[config.mk]
export PLATFORM = sky130hd
export DESIGN_NAME = hsl_core
export DESIGN_NICKNAME = d
export VERILOG_FILES = /design/src/handshake_serial_link_transceiver_defines.svh /design/src/hsl_pkg.sv /design/src/hsl_core.sv
export SDC_FILE = /design/constraint.sdc
export NUM_CORES = 1
export LEC_CHECK = 0
export BUFFER_PORTS_ARGS = -buffer_cell sky130_fd_sc_hd__buf_2
export CAP_MARGIN = 30
export CORE_MARGIN = 8
export CORE_UTILIZATION = 40
export CTS_BUF_LIST = sky130_fd_sc_hd__clkbuf_8
export CTS_CLUSTER_SIZE = 10
export DETAILED_ROUTE_END_ITERATION = 10
export SETUP_SLACK_MARGIN = 0.1
export SKIP_LAST_GASP = 1
export SYNTH_ARGS = -nofsm -noshare
export SYNTH_HDL_FRONTEND = slang
export SYNTH_SLANG_ARGS = --single-unit
[constraint.sdc]
create_clock -name i_clk -period 6.8 [get_ports i_clk]
set_input_delay 1.02 -clock i_clk [delete_from_list [all_inputs] [get_ports i_clk]]
set_output_delay 1.02 -clock i_clk [all_outputs]
set_load 0.05 [all_outputs]
[src/handshake_serial_link_transceiver_defines.svh]
// Assertion macros for the serial link transceiver
`ifndef HANDSHAKE_SERIAL_LINK_TRANSCEIVER_DEFINES_SVH
`define HANDSHAKE_SERIAL_LINK_TRANSCEIVER_DEFINES_SVH

// same-cycle implication, sampled on i_clk, off while i_rst_n is low
`define HSL_ASSERT_IMPL(lbl, cond, expr, msg) \
    lbl: assert property (@(posedge i_clk) disable iff (!i_rst_n) (cond) |-> (expr)) \
        else $error(msg);

// next-cycle implication, sampled on i_clk, off while i_rst_n is low
`define HSL_ASSERT_NEXT(lbl, cond, expr, msg) \
    lbl: assert property (@(posedge i_clk) disable iff (!i_rst_n) (cond) |=> (expr)) \
        else $error(msg);

`endif

[src/hsl_pkg.sv]
// Types, codes and helpers shared by the serial link transceiver
`default_nettype none

package hsl_pkg;

    // item kinds
    localparam logic [1:0] KIND_TICK    = 2'd0;
    localparam logic [1:0] KIND_RX_REQ  = 2'd1;
    localparam logic [1:0] KIND_TX_REQ  = 2'd2;
    localparam logic [1:0] KIND_PAYLOAD = 2'd3;

    // engine modes
    localparam logic [1:0] MODE_IDLE = 2'd0;
    localparam logic [1:0] MODE_RX   = 2'd1;
    localparam logic [1:0] MODE_TX   = 2'd2;

    // send phases; one to four are the bit-pair steps
    localparam logic [2:0] PH_TX_START = 3'd0;
    localparam logic [2:0] PH_PAIR_1   = 3'd1;
    localparam logic [2:0] PH_PAIR_4   = 3'd4;
    localparam logic [2:0] PH_TX_NEED  = 3'd5;
    localparam logic [2:0] PH_TX_END   = 3'd6;

    // receive phases
    localparam logic [2:0] PH_RX_WAIT = 3'd0;
    localparam logic [2:0] PH_RX_ACK  = 3'd1;

    // header progress
    localparam logic [1:0] HDR_LENGTH  = 2'd0;
    localparam logic [1:0] HDR_MARKER  = 2'd1;
    localparam logic [1:0] HDR_PAYLOAD = 2'd2;

    localparam logic [3:0] RX_BITS = 4'd8;

    typedef struct packed {
        logic [1:0] kind;
        logic       atn_level;
        logic       clock_level;
        logic       data_level;
        logic [7:0] value;
        logic [7:0] marker;
    } t_in_item;

    typedef struct packed {
        logic       clock_release;
        logic       data_release;
        logic [7:0] rx_byte;
        logic       rx_done;
        logic       rx_aborted;
        logic       tx_need_byte;
        logic       tx_done;
        logic       busy_res;
    } t_out_item;

    // clock and data bit of one pair step: 7/5, 6/4, 3/1, 2/0
    function automatic logic [1:0] pair_bits(input logic [7:0] shift, input logic [1:0] step);
        logic [1:0] bits;
        case (step)
            2'd0:    bits = {shift[7], shift[5]};
            2'd1:    bits = {shift[6], shift[4]};
            2'd2:    bits = {shift[3], shift[1]};
            2'd3:    bits = {shift[2], shift[0]};
            default: bits = 2'b11;
        endcase
        return bits;
    endfunction

endpackage

`default_nettype wire

[src/hsl_core.sv]
// Link engine state and the single-step update for one beat
`default_nettype none

module hsl_core import hsl_pkg::*; (
    input  wire logic      i_clk,
    input  wire logic      i_rst_n,
    input  wire logic      i_step,
    input  wire t_in_item  i_item,
    output t_out_item      o_result
);

    logic [1:0] r_mode,   n_mode;
    logic [2:0] r_phase,  n_phase;
    logic [3:0] r_bits,   n_bits;
    logic [7:0] r_rx_sh,  n_rx_sh;
    logic [7:0] r_tx_sh,  n_tx_sh;
    logic [8:0] r_left,   n_left;
    logic [1:0] r_hdr,    n_hdr;
    logic [7:0] r_marker, n_marker;
    logic       r_clk_drv, n_clk_drv;
    logic       r_dat_drv, n_dat_drv;

    logic [3:0] bits_inc;
    logic [1:0] pair;

    assign bits_inc = r_bits + 4'd1;
    assign pair     = pair_bits(r_tx_sh, 2'(r_phase - PH_PAIR_1));

    // next state and result for the beat in the input register
    always_comb begin
        n_mode    = (r_mode == MODE_RX || r_mode == MODE_TX) ? r_mode : MODE_IDLE;
        n_phase   = r_phase;
        n_bits    = r_bits;
        n_rx_sh   = r_rx_sh;
        n_tx_sh   = r_tx_sh;
        n_left    = r_left;
        n_hdr     = r_hdr;
        n_marker  = r_marker;
        n_clk_drv = r_clk_drv;
        n_dat_drv = r_dat_drv;
        o_result  = '0;

        case (i_item.kind)
            KIND_TICK: begin
                if (n_mode == MODE_RX) begin
                    if (!i_item.atn_level) begin
                        // attention pulled: abort, drives untouched
                        n_mode              = MODE_IDLE;
                        n_phase             = PH_RX_WAIT;
                        o_result.rx_aborted = 1'b1;
                    end else if (r_phase == PH_RX_WAIT) begin
                        if (!(i_item.clock_level && i_item.data_level)) begin
                            n_rx_sh = {~i_item.data_level, r_rx_sh[7:1]};
                            if (i_item.data_level) begin
                                n_dat_drv = 1'b0;
                            end else begin
                                n_clk_drv = 1'b0;
                            end
                            n_phase = PH_RX_ACK;
                        end
                    end else begin
                        if (i_item.clock_level || i_item.data_level) begin
                            if (bits_inc >= RX_BITS) begin
                                o_result.rx_byte = r_rx_sh;
                                o_result.rx_done = 1'b1;
                                n_mode  = MODE_IDLE;
                                n_phase = PH_RX_WAIT;
                                n_bits  = '0;
                            end else begin
                                n_bits    = bits_inc;
                                n_clk_drv = 1'b1;
                                n_dat_drv = 1'b1;
                                n_phase   = PH_RX_WAIT;
                            end
                        end
                    end
                end else if (n_mode == MODE_TX) begin
                    if (r_phase == PH_TX_START) begin
                        if (!i_item.atn_level) begin
                            n_clk_drv = 1'b0;
                            n_dat_drv = 1'b0;
                            n_phase   = PH_PAIR_1;
                        end
                    end else if (r_phase >= PH_PAIR_1 && r_phase <= PH_PAIR_4) begin
                        // odd steps wait for attention high, even ones for low
                        if (i_item.atn_level == r_phase[0]) begin
                            n_clk_drv = pair[1];
                            n_dat_drv = pair[0];
                            if (r_phase != PH_PAIR_4) begin
                                n_phase = r_phase + 3'd1;
                            end else if (r_hdr == HDR_LENGTH) begin
                                n_tx_sh = ~r_marker;
                                n_hdr   = HDR_MARKER;
                                n_phase = PH_PAIR_1;
                            end else begin
                                n_hdr   = HDR_PAYLOAD;
                                n_phase = (r_left != '0) ? PH_TX_NEED : PH_TX_END;
                            end
                        end
                    end else if (r_phase == PH_TX_END) begin
                        if (i_item.atn_level) begin
                            n_clk_drv        = 1'b0;
                            n_dat_drv        = 1'b0;
                            n_mode           = MODE_IDLE;
                            n_phase          = PH_TX_START;
                            n_hdr            = HDR_LENGTH;
                            o_result.tx_done = 1'b1;
                        end
                    end
                end
            end
            KIND_RX_REQ: begin
                if (n_mode == MODE_IDLE) begin
                    n_mode    = MODE_RX;
                    n_phase   = PH_RX_WAIT;
                    n_bits    = '0;
                    n_rx_sh   = '0;
                    n_clk_drv = 1'b1;
                    n_dat_drv = 1'b1;
                end
            end
            KIND_TX_REQ: begin
                if (n_mode == MODE_IDLE) begin
                    n_mode    = MODE_TX;
                    n_phase   = PH_TX_START;
                    n_hdr     = HDR_LENGTH;
                    n_left    = {1'b0, i_item.value};
                    n_marker  = i_item.marker;
                    n_tx_sh   = ~(i_item.value + 8'd2);
                    n_clk_drv = 1'b1;
                    n_dat_drv = 1'b1;
                end
            end
            KIND_PAYLOAD: begin
                if (n_mode == MODE_TX && r_phase == PH_TX_NEED) begin
                    n_tx_sh = ~i_item.value;
                    n_left  = r_left - 9'd1;
                    n_phase = PH_PAIR_1;
                end
            end
            default: begin
            end
        endcase

        o_result.clock_release = n_clk_drv;
        o_result.data_release  = n_dat_drv;
        o_result.tx_need_byte  = (n_mode == MODE_TX) && (n_phase == PH_TX_NEED);
        o_result.busy_res      = (n_mode != MODE_IDLE);
    end

    // engine state, advanced once per stepped beat
    always_ff @(posedge i_clk) begin
        if (!i_rst_n) begin
            r_mode    <= MODE_IDLE;
            r_phase   <= '0;
            r_bits    <= '0;
            r_rx_sh   <= '0;
            r_tx_sh   <= '0;
            r_left    <= '0;
            r_hdr     <= HDR_LENGTH;
            r_marker  <= '0;
            r_clk_drv <= 1'b1;
            r_dat_drv <= 1'b1;
        end else if (i_step) begin
            r_mode    <= n_mode;
            r_phase   <= n_phase;
            r_bits    <= n_bits;
            r_rx_sh   <= n_rx_sh;
            r_tx_sh   <= n_tx_sh;
            r_left    <= n_left;
            r_hdr     <= n_hdr;
            r_marker  <= n_marker;
            r_clk_drv <= n_clk_drv;
            r_dat_drv <= n_dat_drv;
        end
    end

endmodule

`default_nettype wire

**After elaboration in Yosys (flattened, before gate mapping)**

Index checks and enable logic that the tools add are counted.

- Register bits: 46
- Bits of input ports: 24
- Output and inout bits: 15
- Word-level logic and storage cells: 197

- Add/sub/neg operators: 5
- $lt $le $gt $ge: 3
- Eq/ne operators: 35
- Multiplexer cells: 116
- Bitwise gates (word level): 4
- Reduce and logical (&&, ||, !) cells: 24

Operators by type and width:

| operator | count |
|---|---|
| $mux 8 | 14 |
| $mux 9 | 6 |
| $mux 2 | 24 |
| $mux 3 | 16 |
| $mux 1 | 38 |
| $ne 2x2->1 const B | 15 |
| $mux 4 | 6 |
| $not 8->8 | 3 |
| $pmux 8 s3 | 1 |
| $mux 10 | 2 |
| $pmux 9 s2 | 1 |
| $pmux 8 s2 | 1 |
| $ne 3x3->1 const B | 5 |
| $eq 2x2->1 const B | 7 |
| $reduce_and 7->1 | 2 |
| $reduce_and 11->1 | 1 |
| $reduce_and 10->1 | 1 |
| $eq 3x3->1 const B | 3 |
| $pmux 3 s3 | 1 |
| $reduce_bool 9->1 | 1 |
| $sub 9x1->9 const B | 1 |
| $add 8x2->8 const B | 1 |
| $eq 2x1->1 const B | 4 |
| $logic_not 2->1 | 4 |
| other kinds (21) | 29 |

**Depth between registers and ports, before layout**

Gate-level depths: netlist of the first run.

- Depth after elaboration: 12
- Mapped depth: 10
- Depth with buffers taken out: 8

**Worst setup path before layout of the first run**

Ideal clock, no wire load.

- Path type: input port to output port
- Start: in i_item[19] (netlist bit)
- End: out o_result[2] (netlist bit)
- Data arrival time: 3.783 ns
- Data required time: 5.780 ns
- Slack: 1.997 ns
- Stages on the path: 8
- Path buffers: 2
- Path through: inv_1 ha_1 buf_2 inv_2 nand2_1 clkbuf_1 o41ai_1 nor4bb_1

RTL lines:

| item | line | text |
|---|---|---|
| start: declaration | hsl_core.sv:8 | `input wire t_in_item i_item,` |
| end: declaration | hsl_core.sv:9 | `output t_out_item o_result` |

==> results.cfg, run 1 <==
[outcome]
status = finished, final reports clean

[logic_synthesis]
synth_area_per_cell_um2 = 7.84
syn-instance-count = 404
yosysTopAreaCellShare = 0.291
syn-num-nets = 448
ys_types = 65
netlist_area_mm2 = 0.00317
synth.ff_latch_count = 46
synth-edff-count = 0
yosysWarningCount = 0
synthTopCellsByArea = dfxtp_1 29%, ha_1 7.9%, a21oi_1 6.3%, nor2_1 5.0%, nand2_1 4.0%
ys_async_sr_fraction = 0
seq_area_frac_synth = 0.291
synth-main-ff-cell = dfxtp_1
synth_area_leader_cell = dfxtp_1

[clocking]
clock-sinks = 46
h-tree-depth = 2
clockBufferDepth = 2
cts_root_buf = clkbuf_8
clock_latency_ns = 0.31
cts_resized = 0
cts_buffers = 5
holdBufCountCts = 0
clk_pin_slew_ns = 0.09
postCtsSetupRepairBufs = 0
cts_tree = done

[die]
floorplan.initialDensity = 0.412
core_region_area_mm2 = 0.00769
num_io_pins = 39
die_x_um = 105
die-area_mm2 = 0.0110
fp.dieH_um = 105
std_cell_rows = 32

[detailed_routing]
firstDrtPassIters = 5
wl_met2_mm = 3.94
drt-met1-wl_mm = 4.14
antenna_left = 0
vias_per_cell = 5.80
routed_wl_mm = 8.64
dr_total_vias = 3060
drt-initial-drc-count = 229
routedWlPerCell_um = 16.4
wl_met3_um = 461
drc = 0
dr.max_layer_used = met4

[global_routing]
first_global_vias = 2899
grt_max_degree = 23
grt_antenna_before_repair = 0
grt_pass1_wl_mm = 14.4
overflow = 0
track_usage = 0.155

[cells_and_area]
n_fill_cell = 818
drive_above_1_share = 0.150
antennaDiodeCount = 0
syn2layout_area_growth_pct = 9.64
stdcell_count = 528
nets = 469
final_cell_area_mm2 = 0.00347

[setup_path]
end_kind = primary output
cp_top_family = buffers and inverters
r2r_cells = 7
crit_cells = 7
cp_max_fo = 21
slowest_stage = ha_1
worst-path-buf-inv = 3
critical_path_arrival_ns = 4.09
crit_chain = buf_2, ha_1, inv_1, and3_1, o41ai_1, nor4bb_1, buf_2
crit_top_cell = buf_2
cp.required_ns = 5.78
cp_slowest_stage_delay_ns = 0.68
worst_setup_path_start_kind = input port
critPathKind = in -> out

[placement]
placed_cell_area_mm2 = 0.00338
portBuffers = 38
gp_congestion = 0.866
dp.final_hpwl_mm = 6.37
dp.cells = 520

[sta]
slew_headroom = 0.466
fin_worst_skew_ns = 0.00930
rsz0062_at_grt = no
whs_ns = 0.460
slew_violations = 0
min_period_over_period = 0.751
layout_min_cycle_time_ns = 5.11
finalSetupTns_ns = 0
hold_viol = 0
fmax_mhz = 196
tightest_slew_ns = 0.795
setup_viol = 0

[power_and_ir_drop]
leakagePower_uw = 0.00138
p_per_area_mw_per_mm2 = 183
vdd_drop_max_mv = 0.0818

[min_path]
hold_depth = 2
hold_path_class = reg -> reg

[flow_run]
cap_viol_max_count = 0
[metrics by stage]
| step | setup slack (ns) | utilization | power, uW |
|---|---|---|---|
| floorplan | 2.00 | - | 413 |
| global placement | 1.79 | 0.439 | 450 |
| detailed placement | 1.68 | 0.439 | 452 |
| CTS | 1.68 | 0.452 | 637 |
| global route | 1.35 | 0.452 | 666 |
| finish | 1.69 | 0.452 | 634 |
[final cells by class]
class	instances	area, um^2	share of cell area
Timing Repair Buffer	39	198	0.0569
Tap cell	102	128	0.0367
Clock inverter	2	12.5	0.00360
Clock buffer	6	82.6	0.0238
Inverter	18	67.6	0.0195
Sequential cell	46	921	0.265
Multi-Input combinational cell	315	2060	0.594
[routing by layer]
layer  vias up  global-route usage
met5         -                   0
met4         0              0.0449
met3        10              0.0252
met2       114               0.248
met1      1420               0.208
li1       1516                   -
[cells in the final DEF, fill, tap and decap left out, types with 3 or more instances in the layout]
cell and instances:
o21bai_1 3, dfxtp_1 46, nor2_1 42, buf_2 38, a21oi_1 40, and2_1 11
nand2_1 34, nand3_1 8, o21ai_0 19, xnor2_1 4, and3_1 6, a211oi_1 10
nand2b_1 4, a41oi_1 3, ha_1 20, o211ai_1 4, nor2b_1 4, nor3b_1 8
xor2_1 3, clkbuf_8 6, mux2i_1 8, o22ai_1 9, inv_1 17, nor3_1 14
a21o_1 5, a31oi_1 6
[cells in the mapped netlist (9+ instances only)]
library cell / n
a211oi_1: 10
a21oi_1: 40
and2_1: 11
clkbuf_1: 16
dfxtp_1: 46
ha_1: 20
inv_1: 16
nand2_1: 34
nor2_1: 42
nor3_1: 14
o21ai_0: 19
o22ai_1: 9
[state kept, by name, indices dropped and copies added, names as in the netlist]
name and cells:
r_phase 3, r_tx_sh 8, r_mode 2, r_marker 8
r_left 9, r_dat_drv 1, r_clk_drv 1, r_rx_sh 8
r_hdr 2, r_bits 4
[report_power, final]
part | internal [uW] | switching, uW | leakage, uW | total, uW
clock network | 82.9 | 105 | 0.0000530 | 188
logic | 56.1 | 98.7 | 0.000950 | 155
registers | 281 | 10.9 | 0.000374 | 292
total | 420 | 214 | 0.00138 | 634
[worst reg2reg max path: stages (launching register included)]
cell and delay, ns:
dfxtp_1 0.59, inv_1 0.17, ha_1 0.39, and4b_1 0.51
a21oi_1 0.16, or4_1 0.49, o21ai_0 0.43, a21oi_1 0.13
[logic make-up after synthesis]
kind of cell | count (synthesis) | synth area share
buffers and inverters | 43 | 0.0577
multiplexers | 9 | 0.0288
adder cells (fa/ha/maj) | 20 | 0.0790
AO/OA/AOI/OAI | 125 | 0.264
AND/OR/NAND/NOR | 154 | 0.261
XOR/XNOR | 7 | 0.0194
flip-flops | 46 | 0.291
[final timing paths]
kind | startpoint | to | slack, ns
min | r_marker[0] | r_marker[0] | 0.46
max | i_item[19] | o_result[2] | 1.69
max reg2reg | r_phase[0] | r_mode[1] | 3.83
min reg2reg | r_marker[0] | r_marker[0] | 0.46
No activity file was read; power rests on OpenSTA's default activity.
==> inputs of run 2 (changes only) <==
==> constraint.sdc (replaced) <==
create_clock -name i_clk -period 5.1 [get_ports i_clk]
set_input_delay 0.765 -clock i_clk [delete_from_list [all_inputs] [get_ports i_clk]]
set_output_delay 0.765 -clock i_clk [all_outputs]
set_load 0.05 [all_outputs]
==> results.cfg, run 2 (same netlist as run 1, synthesis figures left out) <==
[sta]
fmax_mhz = 243
layout_min_cycle_time_ns = 4.11
hold_viol = 0
min_period_over_period = 0.806
slew_headroom = 0.479
slew_violations = 0
fin_worst_skew_ns = 0.0121
tightest_slew_ns = 0.775
rsz0062_at_grt = no
setup_viol = 0
finalSetupTns_ns = 0

[global_routing]
grt_antenna_before_repair = 0
grt_pass1_wl_mm = 14.7
first_global_vias = 2885
track_usage = 0.157
overflow = 0
grt_max_degree = 24

[setup_path]
critPathKind = reg -> out
cp.required_ns = 4.34
critical_path_arrival_ns = 3.34
cp_max_fo = 13
end_kind = primary output
worst_setup_path_start_kind = flip-flop

[clocking]
cts_root_buf = clkbuf_8
clock-sinks = 46
clk_pin_slew_ns = 0.10
h-tree-depth = 2
holdBufCountCts = 0
clockBufferDepth = 2
cts_resized = 0
postCtsSetupRepairBufs = 0
cts_tree = done
cts_buffers = 5
clock_latency_ns = 0.30

[cells_and_area]
n_fill_cell = 809
largest_register_ff_count = 9
regMostFlops = r_left
final_cell_area_mm2 = 0.00352
drive_above_1_share = 0.154
nets = 471
mostFrequentLayoutCells = 46 x dfxtp_1, 42 x nor2_1, 40 x a21oi_1, 38 x buf_2, 34 x nand2_1
syn2layout_area_growth_pct = 11.2
antennaDiodeCount = 0
final_common_cell = dfxtp_1

[power_and_ir_drop]
switching_share = 0.319
vdd_drop_max_mv = 0.160
clkPwrFrac = 0.316
combPwrFrac = 0.240
switching_power_uw = 279
internal_power_uw = 597
p_per_area_mw_per_mm2 = 249
pwr-share-seq = 0.444
leakagePower_uw = 0.00140

[placement]
placed_cell_area_mm2 = 0.00341
gp_congestion = 0.858
dp.final_hpwl_mm = 6.29
portBuffers = 38

[die]
fp.dieH_um = 105
std_cell_rows = 32
die-area_mm2 = 0.0110
num_io_pins = 39
die_x_um = 105
core_region_area_mm2 = 0.00769
floorplan.initialDensity = 0.412

[detailed_routing]
routedWlPerCell_um = 16.4
firstDrtPassIters = 4
drt-initial-drc-count = 324
vias_per_cell = 5.68
drc = 0
wl_met3_um = 479
dr_total_vias = 3008
dr.max_layer_used = met4
drt-met1-wl_mm = 4.24
wl_met2_mm = 3.84
routed_wl_mm = 8.67
antenna_left = 0

[flow_run]
cap_viol_max_count = 0

[min_path]
hold_path_class = reg -> reg

[outcome]
status = finished, final reports clean
## run 2: per-layer routing
metal / global-route usage / vias to the layer above
met4: 0.0479 / 0
met5: 0 / -
met3: 0.0264 / 8
met2: 0.245 / 108
met1: 0.216 / 1375
li1: - / 1517
## run 2: final timing paths
kind	startpoint	endpoint	slack, ns	cells past startpoint
worst max-delay path	r_phase[0]	o_result[2]	0.99	7
worst min-delay path	r_marker[0]	r_marker[0]	0.47	2
worst max register to register	r_phase[0]	r_mode[1]	2.17	7
worst min register to register	r_marker[0]	r_marker[0]	0.47	2
## run 2: per-stage QoR
stage                      util  hold slack, ns  std cells  power (uW)  worst slack (ns)
after CTS                 0.458           0.467        530         884              1.05
after global placement    0.440           0.448        521         601              1.11
after detailed placement  0.444           0.455        522         605              1.11
final                     0.458           0.467        530         876             0.991
after global routing      0.458           0.485        530         925             0.842
after floorplan               -           0.436        404         550             0.807
## run 2: final cells by class
cell class / count / area (um^2) / area share
Clock buffer: 5 / 68.8 / 0.0195
Clock inverter: 3 / 41.3 / 0.0117
Inverter: 18 / 67.6 / 0.0192
Multi-Input combinational cell: 315 / 2060 / 0.586
Sequential cell: 46 / 921 / 0.261
Tap cell: 102 / 128 / 0.0362
Timing Repair Buffer: 41 / 233 / 0.0661
## run 2: power groups by stage
stage               sequential, uW  clock, uW  combinational (uW)
floorplan                      392          0                 158
global route                   391        301                 233
detailed placement             397          0                 207
CTS                            389        287                 209
finish                         389        276                 210
global placement               397          0                 204
## run 2: worst max-delay path: stages, from the launching register on
cell and delay [ns]:
dfxtp_1 0.59, inv_1 0.17, ha_1 0.39, and4b_1 0.53, a21oi_1 0.14, o41ai_1 0.55, nor4bb_1 0.36, buf_2 0.32
